--- src/rtl/core/ctm_pkg.sv ---
// Types and constants of the cycle time monitor.
`default_nettype none
package ctm_pkg;

    localparam logic [31:0] MAX_INTERVAL_US   = 32'd3600000000;
    localparam logic [26:0] MAX_THRESHOLD_US  = 27'd99999000;
    localparam logic [31:0] COUNT_MAX         = 32'hFFFF_FFFF;
    localparam logic [31:0] RST_INTERVAL_US   = 32'd5000000;
    localparam logic [26:0] RST_THR_LOW_US    = 27'd30;
    localparam logic [26:0] RST_THR_HIGH_US   = 27'd120;
    localparam int          HITS_OUT_W        = 14;

    typedef enum logic [1:0] {
        REQ_LOOP  = 2'd0,
        REQ_START = 2'd1,
        REQ_STOP  = 2'd2
    } req_t;

    typedef enum logic [1:0] {
        CFG_INTERVAL = 2'd0,
        CFG_THR_LOW  = 2'd1,
        CFG_THR_HIGH = 2'd2
    } cfg_idx_t;

    // effective (saturated) configuration
    typedef struct packed {
        logic [31:0] interval;
        logic [31:0] limit;
        logic [26:0] thr_high;
        logic [26:0] thr_low;
    } ctm_cfg_t;

    typedef struct packed {
        logic                  section_mode;
        logic [HITS_OUT_W-1:0] over_high_count;
        logic [HITS_OUT_W-1:0] over_low_count;
        logic [31:0]           max_time_us;
        logic [31:0]           total_time_us;
        logic [31:0]           event_count;
    } ctm_result_t;

endpackage
`default_nettype wire

--- src/rtl/core/ctm_cfg.sv ---
// Configuration registers and registered effective limits.
`default_nettype none
module ctm_cfg #(
    parameter int WRAP_GUARD = 10
) (
    input  wire logic             aclk,
    input  wire logic             aresetn,
    input  wire logic             cfg_we,
    input  wire logic [1:0]       cfg_index,
    input  wire logic [31:0]      cfg_wdata,
    output ctm_pkg::ctm_cfg_t     cfg_eff
);
    import ctm_pkg::*;

    localparam logic [31:0] GUARD = 32'(WRAP_GUARD);

    logic [31:0] interval_reg;
    logic [26:0] thr_low_reg;
    logic [26:0] thr_high_reg;
    ctm_cfg_t    eff_reg;
    ctm_cfg_t    eff_next;
    ctm_cfg_t    eff_rst;

    always_comb begin
        eff_next.interval = (interval_reg > MAX_INTERVAL_US) ? MAX_INTERVAL_US : interval_reg;
        eff_next.limit    = COUNT_MAX - eff_next.interval - GUARD;
        eff_next.thr_high = (thr_high_reg > MAX_THRESHOLD_US) ? MAX_THRESHOLD_US
                                                                : thr_high_reg;
        eff_next.thr_low  = (thr_low_reg < eff_next.thr_high) ? thr_low_reg
                                                                : eff_next.thr_high;
        eff_rst.interval  = RST_INTERVAL_US;
        eff_rst.limit     = COUNT_MAX - RST_INTERVAL_US - GUARD;
        eff_rst.thr_high  = RST_THR_HIGH_US;
        eff_rst.thr_low   = RST_THR_LOW_US;
    end

    always_ff @(posedge aclk) begin
        if (!aresetn) begin
            interval_reg <= RST_INTERVAL_US;
            thr_low_reg  <= RST_THR_LOW_US;
            thr_high_reg <= RST_THR_HIGH_US;
            eff_reg      <= eff_rst;
        end else begin
            eff_reg <= eff_next;
            if (cfg_we) begin
                case (cfg_index)
                    CFG_INTERVAL: interval_reg <= cfg_wdata;
                    CFG_THR_LOW:  thr_low_reg  <= cfg_wdata[26:0];
                    CFG_THR_HIGH: thr_high_reg <= cfg_wdata[26:0];
                    default: ;
                endcase
            end
        end
    end

    assign cfg_eff = eff_reg;

endmodule
`default_nettype wire

--- src/rtl/core/ctm_engine.sv ---
// Input register, monitor state and single-pass event update.
`default_nettype none
module ctm_engine #(
    parameter int HIT_LIMIT = 9999
) (
    input  wire logic              aclk,
    input  wire logic              aresetn,
    input  wire logic              s_tvalid,
    output logic                   s_tready,
    input  wire logic [31:0]       s_tdata,
    input  wire logic [1:0]        s_tuser,
    input  wire ctm_pkg::ctm_cfg_t cfg_eff,
    input  wire logic              out_free,
    output logic                   res_valid,
    output ctm_pkg::ctm_result_t   res
);
    import ctm_pkg::*;

    localparam int HIT_W = $clog2(HIT_LIMIT + 1);
    localparam logic [HIT_W-1:0] HIT_MAX = HIT_W'(HIT_LIMIT);

    logic              in_valid_reg;
    logic [1:0]        in_kind_reg;
    logic [31:0]       in_ts_reg;
    logic              process;

    logic              active_reg,     active_next;
    logic              mark_valid_reg, mark_valid_next;
    logic [31:0]       last_mark_reg,  last_mark_next;
    logic [31:0]       max_reg,        max_next;
    logic [HIT_W-1:0]  low_hits_reg,   low_hits_next;
    logic [HIT_W-1:0]  high_hits_reg,  high_hits_next;
    logic [31:0]       loop_cnt_reg,   loop_cnt_next;
    logic [31:0]       loop_tot_reg,   loop_tot_next;
    logic              sec_flag_reg,   sec_flag_next;
    logic [31:0]       sec_start_reg,  sec_start_next;
    logic [31:0]       sec_cnt_reg,    sec_cnt_next;
    logic [31:0]       sec_tot_reg,    sec_tot_next;

    logic [31:0]       dur;
    logic              judge_en;
    logic              report;
    logic [31:0]       loop_cnt_inc;

    assign process  = in_valid_reg && out_free;
    assign s_tready = !in_valid_reg || out_free;

    assign dur          = in_ts_reg - ((in_kind_reg == REQ_STOP) ? sec_start_reg : last_mark_reg);
    assign loop_cnt_inc = (loop_cnt_reg == COUNT_MAX) ? loop_cnt_reg : loop_cnt_reg + 32'd1;

    always_comb begin
        active_next     = active_reg;
        mark_valid_next = mark_valid_reg;
        last_mark_next  = last_mark_reg;
        max_next        = max_reg;
        low_hits_next   = low_hits_reg;
        high_hits_next  = high_hits_reg;
        loop_cnt_next   = loop_cnt_reg;
        loop_tot_next   = loop_tot_reg;
        sec_flag_next   = sec_flag_reg;
        sec_start_next  = sec_start_reg;
        sec_cnt_next    = sec_cnt_reg;
        sec_tot_next    = sec_tot_reg;
        judge_en        = 1'b0;
        report          = 1'b0;
        res             = '0;

        if (process) begin
            case (in_kind_reg)
                REQ_START: begin
                    sec_flag_next  = 1'b1;
                    sec_start_next = in_ts_reg;
                end
                REQ_STOP: begin
                    if (sec_cnt_reg != COUNT_MAX)
                        sec_cnt_next = sec_cnt_reg + 32'd1;
                    if (mark_valid_reg && active_reg && sec_flag_reg) begin
                        sec_tot_next = sec_tot_reg + dur;
                        judge_en     = 1'b1;
                    end
                end
                REQ_LOOP: begin
                    loop_cnt_next = loop_cnt_inc;
                    if (!active_reg) begin
                        if (in_ts_reg < cfg_eff.limit) begin
                            active_next     = 1'b1;
                            mark_valid_next = 1'b0;
                            last_mark_next  = '0;
                            max_next        = '0;
                            low_hits_next   = '0;
                            high_hits_next  = '0;
                            loop_cnt_next   = '0;
                            loop_tot_next   = '0;
                        end
                    end else begin
                        if (mark_valid_reg) begin
                            loop_tot_next = loop_tot_reg + dur;
                            judge_en      = !sec_flag_reg;
                        end
                        if (in_ts_reg > cfg_eff.limit) begin
                            active_next = 1'b0;
                        end else begin
                            last_mark_next  = in_ts_reg;
                            mark_valid_next = 1'b1;
                        end
                        report = (loop_tot_next > cfg_eff.interval);
                    end
                end
                default: ;
            endcase
        end

        if (judge_en) begin
            if (dur > max_reg)
                max_next = dur;
            if (dur > {5'd0, cfg_eff.thr_high}) begin
                if (high_hits_reg < HIT_MAX)
                    high_hits_next = high_hits_reg + HIT_W'(1);
            end else if (dur > {5'd0, cfg_eff.thr_low}) begin
                if (low_hits_reg < HIT_MAX)
                    low_hits_next = low_hits_reg + HIT_W'(1);
            end
        end

        if (report) begin
            res.event_count     = sec_flag_reg ? sec_cnt_next : loop_cnt_next;
            res.total_time_us   = sec_flag_reg ? sec_tot_next : loop_tot_next;
            res.max_time_us     = max_next;
            res.over_low_count  = HITS_OUT_W'(low_hits_next);
            res.over_high_count = HITS_OUT_W'(high_hits_next);
            res.section_mode    = sec_flag_reg;
            max_next            = '0;
            low_hits_next       = '0;
            high_hits_next      = '0;
            loop_cnt_next       = '0;
            loop_tot_next       = '0;
            sec_cnt_next        = '0;
            sec_tot_next        = '0;
        end
    end

    assign res_valid = report;

    always_ff @(posedge aclk) begin
        if (!aresetn) begin
            in_valid_reg   <= 1'b0;
            active_reg     <= 1'b0;
            mark_valid_reg <= 1'b0;
            last_mark_reg  <= '0;
            max_reg        <= '0;
            low_hits_reg   <= '0;
            high_hits_reg  <= '0;
            loop_cnt_reg   <= '0;
            loop_tot_reg   <= '0;
            sec_flag_reg   <= 1'b0;
            sec_start_reg  <= '0;
            sec_cnt_reg    <= '0;
            sec_tot_reg    <= '0;
        end else begin
            if (s_tready)
                in_valid_reg <= s_tvalid;
            active_reg     <= active_next;
            mark_valid_reg <= mark_valid_next;
            last_mark_reg  <= last_mark_next;
            max_reg        <= max_next;
            low_hits_reg   <= low_hits_next;
            high_hits_reg  <= high_hits_next;
            loop_cnt_reg   <= loop_cnt_next;
            loop_tot_reg   <= loop_tot_next;
            sec_flag_reg   <= sec_flag_next;
            sec_start_reg  <= sec_start_next;
            sec_cnt_reg    <= sec_cnt_next;
            sec_tot_reg    <= sec_tot_next;
        end
    end

    always_ff @(posedge aclk) begin
        if (s_tready && s_tvalid) begin
            in_kind_reg <= s_tuser;
            in_ts_reg   <= s_tdata;
        end
    end

endmodule
`default_nettype wire

--- src/rtl/core/cycle_time_monitor_top.sv ---
// Top level of the cycle time monitor.
//
// Input stream: one transaction per timestamped event. s_tuser carries the
// event kind (loop mark, section start, section stop), s_tdata the 32-bit
// microsecond timestamp. Kind code 3 is dropped without effect.
// Output stream: one report transaction when the summed loop time passes
// the report interval on a loop mark; counters are cleared by that report.
// Config port: cfg_we/cfg_index/cfg_wdata write the interval and the two
// thresholds; write only while no event is in flight.
// Report path: an accepted loop mark is held in the input register; the update
// runs from there into the output register, which drives m_tvalid.
// Throughput: one event per cycle while the output register is free; the whole
// update is one subtract, adds and a few compares between those registers.
// Stall: a report held by a low m_tready blocks the event register, so
// s_tready drops after at most one more event is taken.
// Reset: synchronous, active low; all statistics cleared, monitor inactive
// until the first loop mark below the wrap limit, registers at defaults.
`default_nettype none
module cycle_time_monitor_top #(
    parameter int HIT_LIMIT  = 9999,
    parameter int WRAP_GUARD = 10
) (
    input  wire logic         aclk,
    input  wire logic         aresetn,
    input  wire logic         s_tvalid,
    output logic              s_tready,
    input  wire logic [31:0]  s_tdata,   // [31:0] timestamp_us
    input  wire logic [1:0]   s_tuser,   // [1:0] req_type
    output logic              m_tvalid,
    input  wire logic         m_tready,
    // [31:0] event_count, [63:32] total_time_us, [95:64] max_time_us,
    // [109:96] over_low_count, [123:110] over_high_count, [127:124] zero
    output logic [127:0]      m_tdata,
    output logic              m_tuser,   // [0] section_mode
    input  wire logic         cfg_we,
    input  wire logic [1:0]   cfg_index,
    input  wire logic [31:0]  cfg_wdata
);
    import ctm_pkg::*;

    ctm_cfg_t    cfg_eff;
    logic        out_free;
    logic        res_valid;
    ctm_result_t res;
    logic        m_valid_reg;
    ctm_result_t m_res_reg;

    ctm_cfg #(
        .WRAP_GUARD (WRAP_GUARD)
    ) u_cfg (
        .aclk      (aclk),
        .aresetn   (aresetn),
        .cfg_we    (cfg_we),
        .cfg_index (cfg_index),
        .cfg_wdata (cfg_wdata),
        .cfg_eff   (cfg_eff)
    );

    ctm_engine #(
        .HIT_LIMIT (HIT_LIMIT)
    ) u_engine (
        .aclk      (aclk),
        .aresetn   (aresetn),
        .s_tvalid  (s_tvalid),
        .s_tready  (s_tready),
        .s_tdata   (s_tdata),
        .s_tuser   (s_tuser),
        .cfg_eff   (cfg_eff),
        .out_free  (out_free),
        .res_valid (res_valid),
        .res       (res)
    );

    assign out_free = !m_valid_reg || m_tready;

    always_ff @(posedge aclk) begin
        if (!aresetn) begin
            m_valid_reg <= 1'b0;
        end else if (out_free) begin
            m_valid_reg <= res_valid;
        end
    end

    always_ff @(posedge aclk) begin
        if (out_free && res_valid)
            m_res_reg <= res;
    end

    assign m_tvalid = m_valid_reg;
    assign m_tdata  = {4'd0, m_res_reg.over_high_count, m_res_reg.over_low_count,
                       m_res_reg.max_time_us, m_res_reg.total_time_us,
                       m_res_reg.event_count};
    assign m_tuser  = m_res_reg.section_mode;

endmodule
`default_nettype wire

--- config.mk ---
export PLATFORM = sky130hd
export DESIGN_NAME = cycle_time_monitor_top
export DESIGN_NICKNAME = d
export VERILOG_FILES = /design/src/rtl/core/ctm_pkg.sv /design/src/rtl/core/ctm_cfg.sv /design/src/rtl/core/ctm_engine.sv /design/src/rtl/core/cycle_time_monitor_top.sv
export SDC_FILE = /design/constraint.sdc
export NUM_CORES = 2
export LEC_CHECK = 0
export CAP_MARGIN = 20
export CORE_MARGIN = 8
export CORE_UTILIZATION = 58
export CTS_CLUSTER_DIAMETER = 120
export CTS_CLUSTER_SIZE = 30
export DETAILED_ROUTE_END_ITERATION = 16
export DONT_BUFFER_PORTS = 1
export GPL_TIMING_DRIVEN = 0
export HOLD_SLACK_MARGIN = 0.08
export PLACE_DENSITY = 0.72
export SLEW_MARGIN = 20
export SYNTH_ARGS = -nofsm -noshare
export SYNTH_HDL_FRONTEND = slang
export SYNTH_SLANG_ARGS = --single-unit
--- constraint.sdc ---
create_clock -name aclk -period 10.9 [get_ports aclk]
set_input_delay 1.635 -clock aclk [delete_from_list [all_inputs] [get_ports aclk]]
set_output_delay 1.635 -clock aclk [all_outputs]
set_load 0.03 [all_outputs]
==> summary.txt <==
GP Congestion: 0.978
Iter 0 DRT Violations: 2147
Num CTS Buffers: 24
Postcts setup bufs: 0
Unrepaired setup endpoints after global routing: no
RR Endpoint: m_tdata[123]
Clk pin slew, worst setup/hold paths: 0.12 ns
Final Hold Fails: 0
Initial antenna violation count: 1
Storage cell area: 0.0140 sq mm
Overall routing resource usage: 29.2%
Max FFs per register: 124
Worst EP arrival: 10.64 ns
Sequential-to-total area share from yosys stat: 40.7%
CP Class: reg2reg
Fill cell count: 5185
HP Class: reg2reg
Post-layout net count: 4256
Dominant cell type by area after synthesis: dfxtp_1
Syn-to-layout area delta: 6.14%
Top cells by area, synth: dfxtp_1 (27%), edfxtp_1 (14%), ha_1 (10%), nand2_1 (5.3%), nor2_1 (3.6%)
H-tree levels: 1
Yosys warnings: 0
Setup violators final: 0
Die height: 259 um
Final Power: 4.43 mW
Post-synth top area share: 26.8%
Die Wd: 259 um
Status: finished clean
Clock tree sinks: 619
CTS tree: built
Worst-Margin Slew: 1.13 ns
Synthesized instance count: 3860
Core ar.: 0.0588 sq mm
GR Overflow Total: 0
Cell total after placement: 4654
Port buffer count: 0
Yosys cell types: 86
Commonest cells in the netlist: nand2_1 (484), dfxtp_1 (460), nor2_1 (326), ha_1 (275), inv_1 (219)
First-pass GRT wire length: 154000 um
DP HPWL: 80200 um
Max-capacitance violation count: 0
Largest net degree at the start of global routing: 100
Num ports: 204
Crit. End Element: flop
Pleak: 14.4 nW
Placement Setup Slack: -0.120 ns
Drt first pass iters: 5
CTS Buffer Depth: 3
Asr flop ratio synth: 0%
Worst setup slack after layout: 0.657 ns
Netlist Area Pre-Place: 0.0343 sq mm
Syn Area/Cell: 8.90 sq um
R2R Setup Slk: 0.66 ns
CP max-delay cell: a2111oi_0
Die area: 0.0672 sq mm
Remaining DRCs: 0
CP startpoint kind: flop
Period utilization: 94.0%
Maximum clock frequency: 97.6 MHz
Headroom to the max-slew limit: 24.4%
EDFF count, synth: 159
Seq cells post-synth: 619
Total negative slack: 0 ns
Final Max Slew Viols: 0
Hold path endpoint: u_engine.last_mark_reg[6]
Share of cells above drive strength 1: 4.44%
Worst r2r src: u_engine.in_kind_reg[0]
Cell Pwr Density: 122 mW/mm^2
Main synth FF type: dfxtp_1
Count leader, synth: nand2_1
Hold_sp: u_engine.last_mark_reg[6]
Via density: 5.93
Layout Cells excl Fill: 4691
Starting Density: 58.4%
CP peak stage delay: 0.62 ns
WP data required: 11.29 ns
Clk_skew: 0.0425 ns
Row count: 89
Skew-Pair Late Insertion Delay: 0.64 ns
Post-route ant nets: 0
DR vias: 27800
Avg WL per Cell: 21.7 um
Routed WL: 102000 um
Path depth of the worst reg2reg path: 35
Tmin final: 10.24 ns
Multi-input gate area: 0.0190 sq mm
CTS root buffer: clkbuf_16
Vias in the first global route: 26200
Max Fanout on Critical Path: 99
N_diodes: 0
Worst vdd ir: 147 uV
Hold Crit Depth: 2
-- placed cells by master, fill, tap and decap left out, types with 15 or more instances in the layout --
cell type and count:
nor3_1 74, nand3_1 125, xnor2_2 15, dfxtp_1 460, nor2_1 326, and4_1 21
xnor2_1 93, clkbuf_1 163, edfxtp_1 159, o21a_1 53, ha_1 275, a22oi_1 18
nand4_1 69, nand2_1 484, a21oi_1 187, buf_1 16, o211ai_1 24, nor2b_1 52
inv_1 219, and2_1 125, a31oi_1 15, or3_1 24, nor4_1 15, o21bai_1 16
a21o_1 107, o211a_1 16, and3_1 53, mux2_2 56, a21boi_0 145, buf_6 16
mux2i_1 59, o21ai_0 103, a211oi_1 32, xor2_1 55, clkbuf_16 25, nand2b_1 34
-- critical path: cells and delay by family, from the launching register on --
kind	cells	cell delay (ns)
buf+inv	5	1.99
flops	1	0.52
compound gates	14	3.26
fa+ha+maj	4	1.40
simple gates	8	1.30
xor+xnor	3	1.06
mux	1	0.38
-- per-stage QoR --
stage | util [%] | hold WS, ns | cell area, sq um
floorplan | - | 0.437 | 34400
global placement | 60.1 | 0.448 | 35300
detailed placement | 60.8 | 0.454 | 35700
CTS | 62.0 | 0.471 | 36400
global route | 62.0 | 0.484 | 36400
finish | 62.0 | 0.468 | 36400
-- cell type report --
class                      instances  share of cell area (%)
multi-input combinational       2835                    52.0
sequential                       619                    38.4
tap                              773                    2.65
inverter                         221                    2.28
buffer                           186                    2.19
clock buffer                      38                    1.85
timing repair buffer              18                   0.625
clock inverter                     1                  0.0446
-- worst max-delay path by stage --
stage	to	depth (start not counted)	from
2_1_floorplan	m_tdata[0]	35	u_engine.in_kind_reg[1]
3_3_place_gp	m_tdata[123]	35	u_engine.in_kind_reg[0]
3_5_place_dp	m_tdata[123]	37	u_engine.in_kind_reg[0]
4_1_cts	m_tdata[123]	37	u_engine.in_kind_reg[0]
5_1_grt	m_tdata[123]	35	u_engine.in_kind_reg[0]
6_report	m_tdata[123]	35	u_engine.in_kind_reg[0]
-- routing by layer --
layer  part of all wire (%)  vias to the layer above  routed length [um]  GRT usage [%]
met5                  0.020                        -                  20              0
li1                       -                    13600                   -              -
met1                     43                    13100               44200           38.6
met3                    6.7                      194                6760           4.02
met4                    4.9                        4                5000           12.0
met2                     45                      962               45700           47.7
-- repair_timing --
action,CTS,global route
endpoints found under the setup margin,137,310
resized for setup,1,3
hold endpoints to repair,0,0
hold buffers,0,0
-- report_power, final --
part           leakage (nW)  switching, mW  internal, mW  total (mW)
clock network         0.330          0.725         0.435        1.16
logic                  9.09          0.527         0.309       0.837
registers              4.93         0.0437          2.39        2.44
total                  14.4           1.30          3.14        4.43
-- logic make-up (layout without fill, tap and decap cells) --
| family | after synthesis | after routing | synth area share (%) |
|---|---|---|---|
| DFF | 619 | 619 | 40.7 |
| other | 1 | 4 | 0.0109 |
| AOI/OAI and AO/OA | 826 | 826 | 16.4 |
| muxes | 119 | 119 | 3.69 |
| adders and majority gates | 278 | 278 | 10.2 |
| buffers and inverters | 409 | 464 | 4.73 |
| and+or+nand+nor | 1435 | 1435 | 19.8 |
| xor gates and xnor gates | 173 | 173 | 4.43 |
No activity file was read; power rests on OpenSTA's default activity.
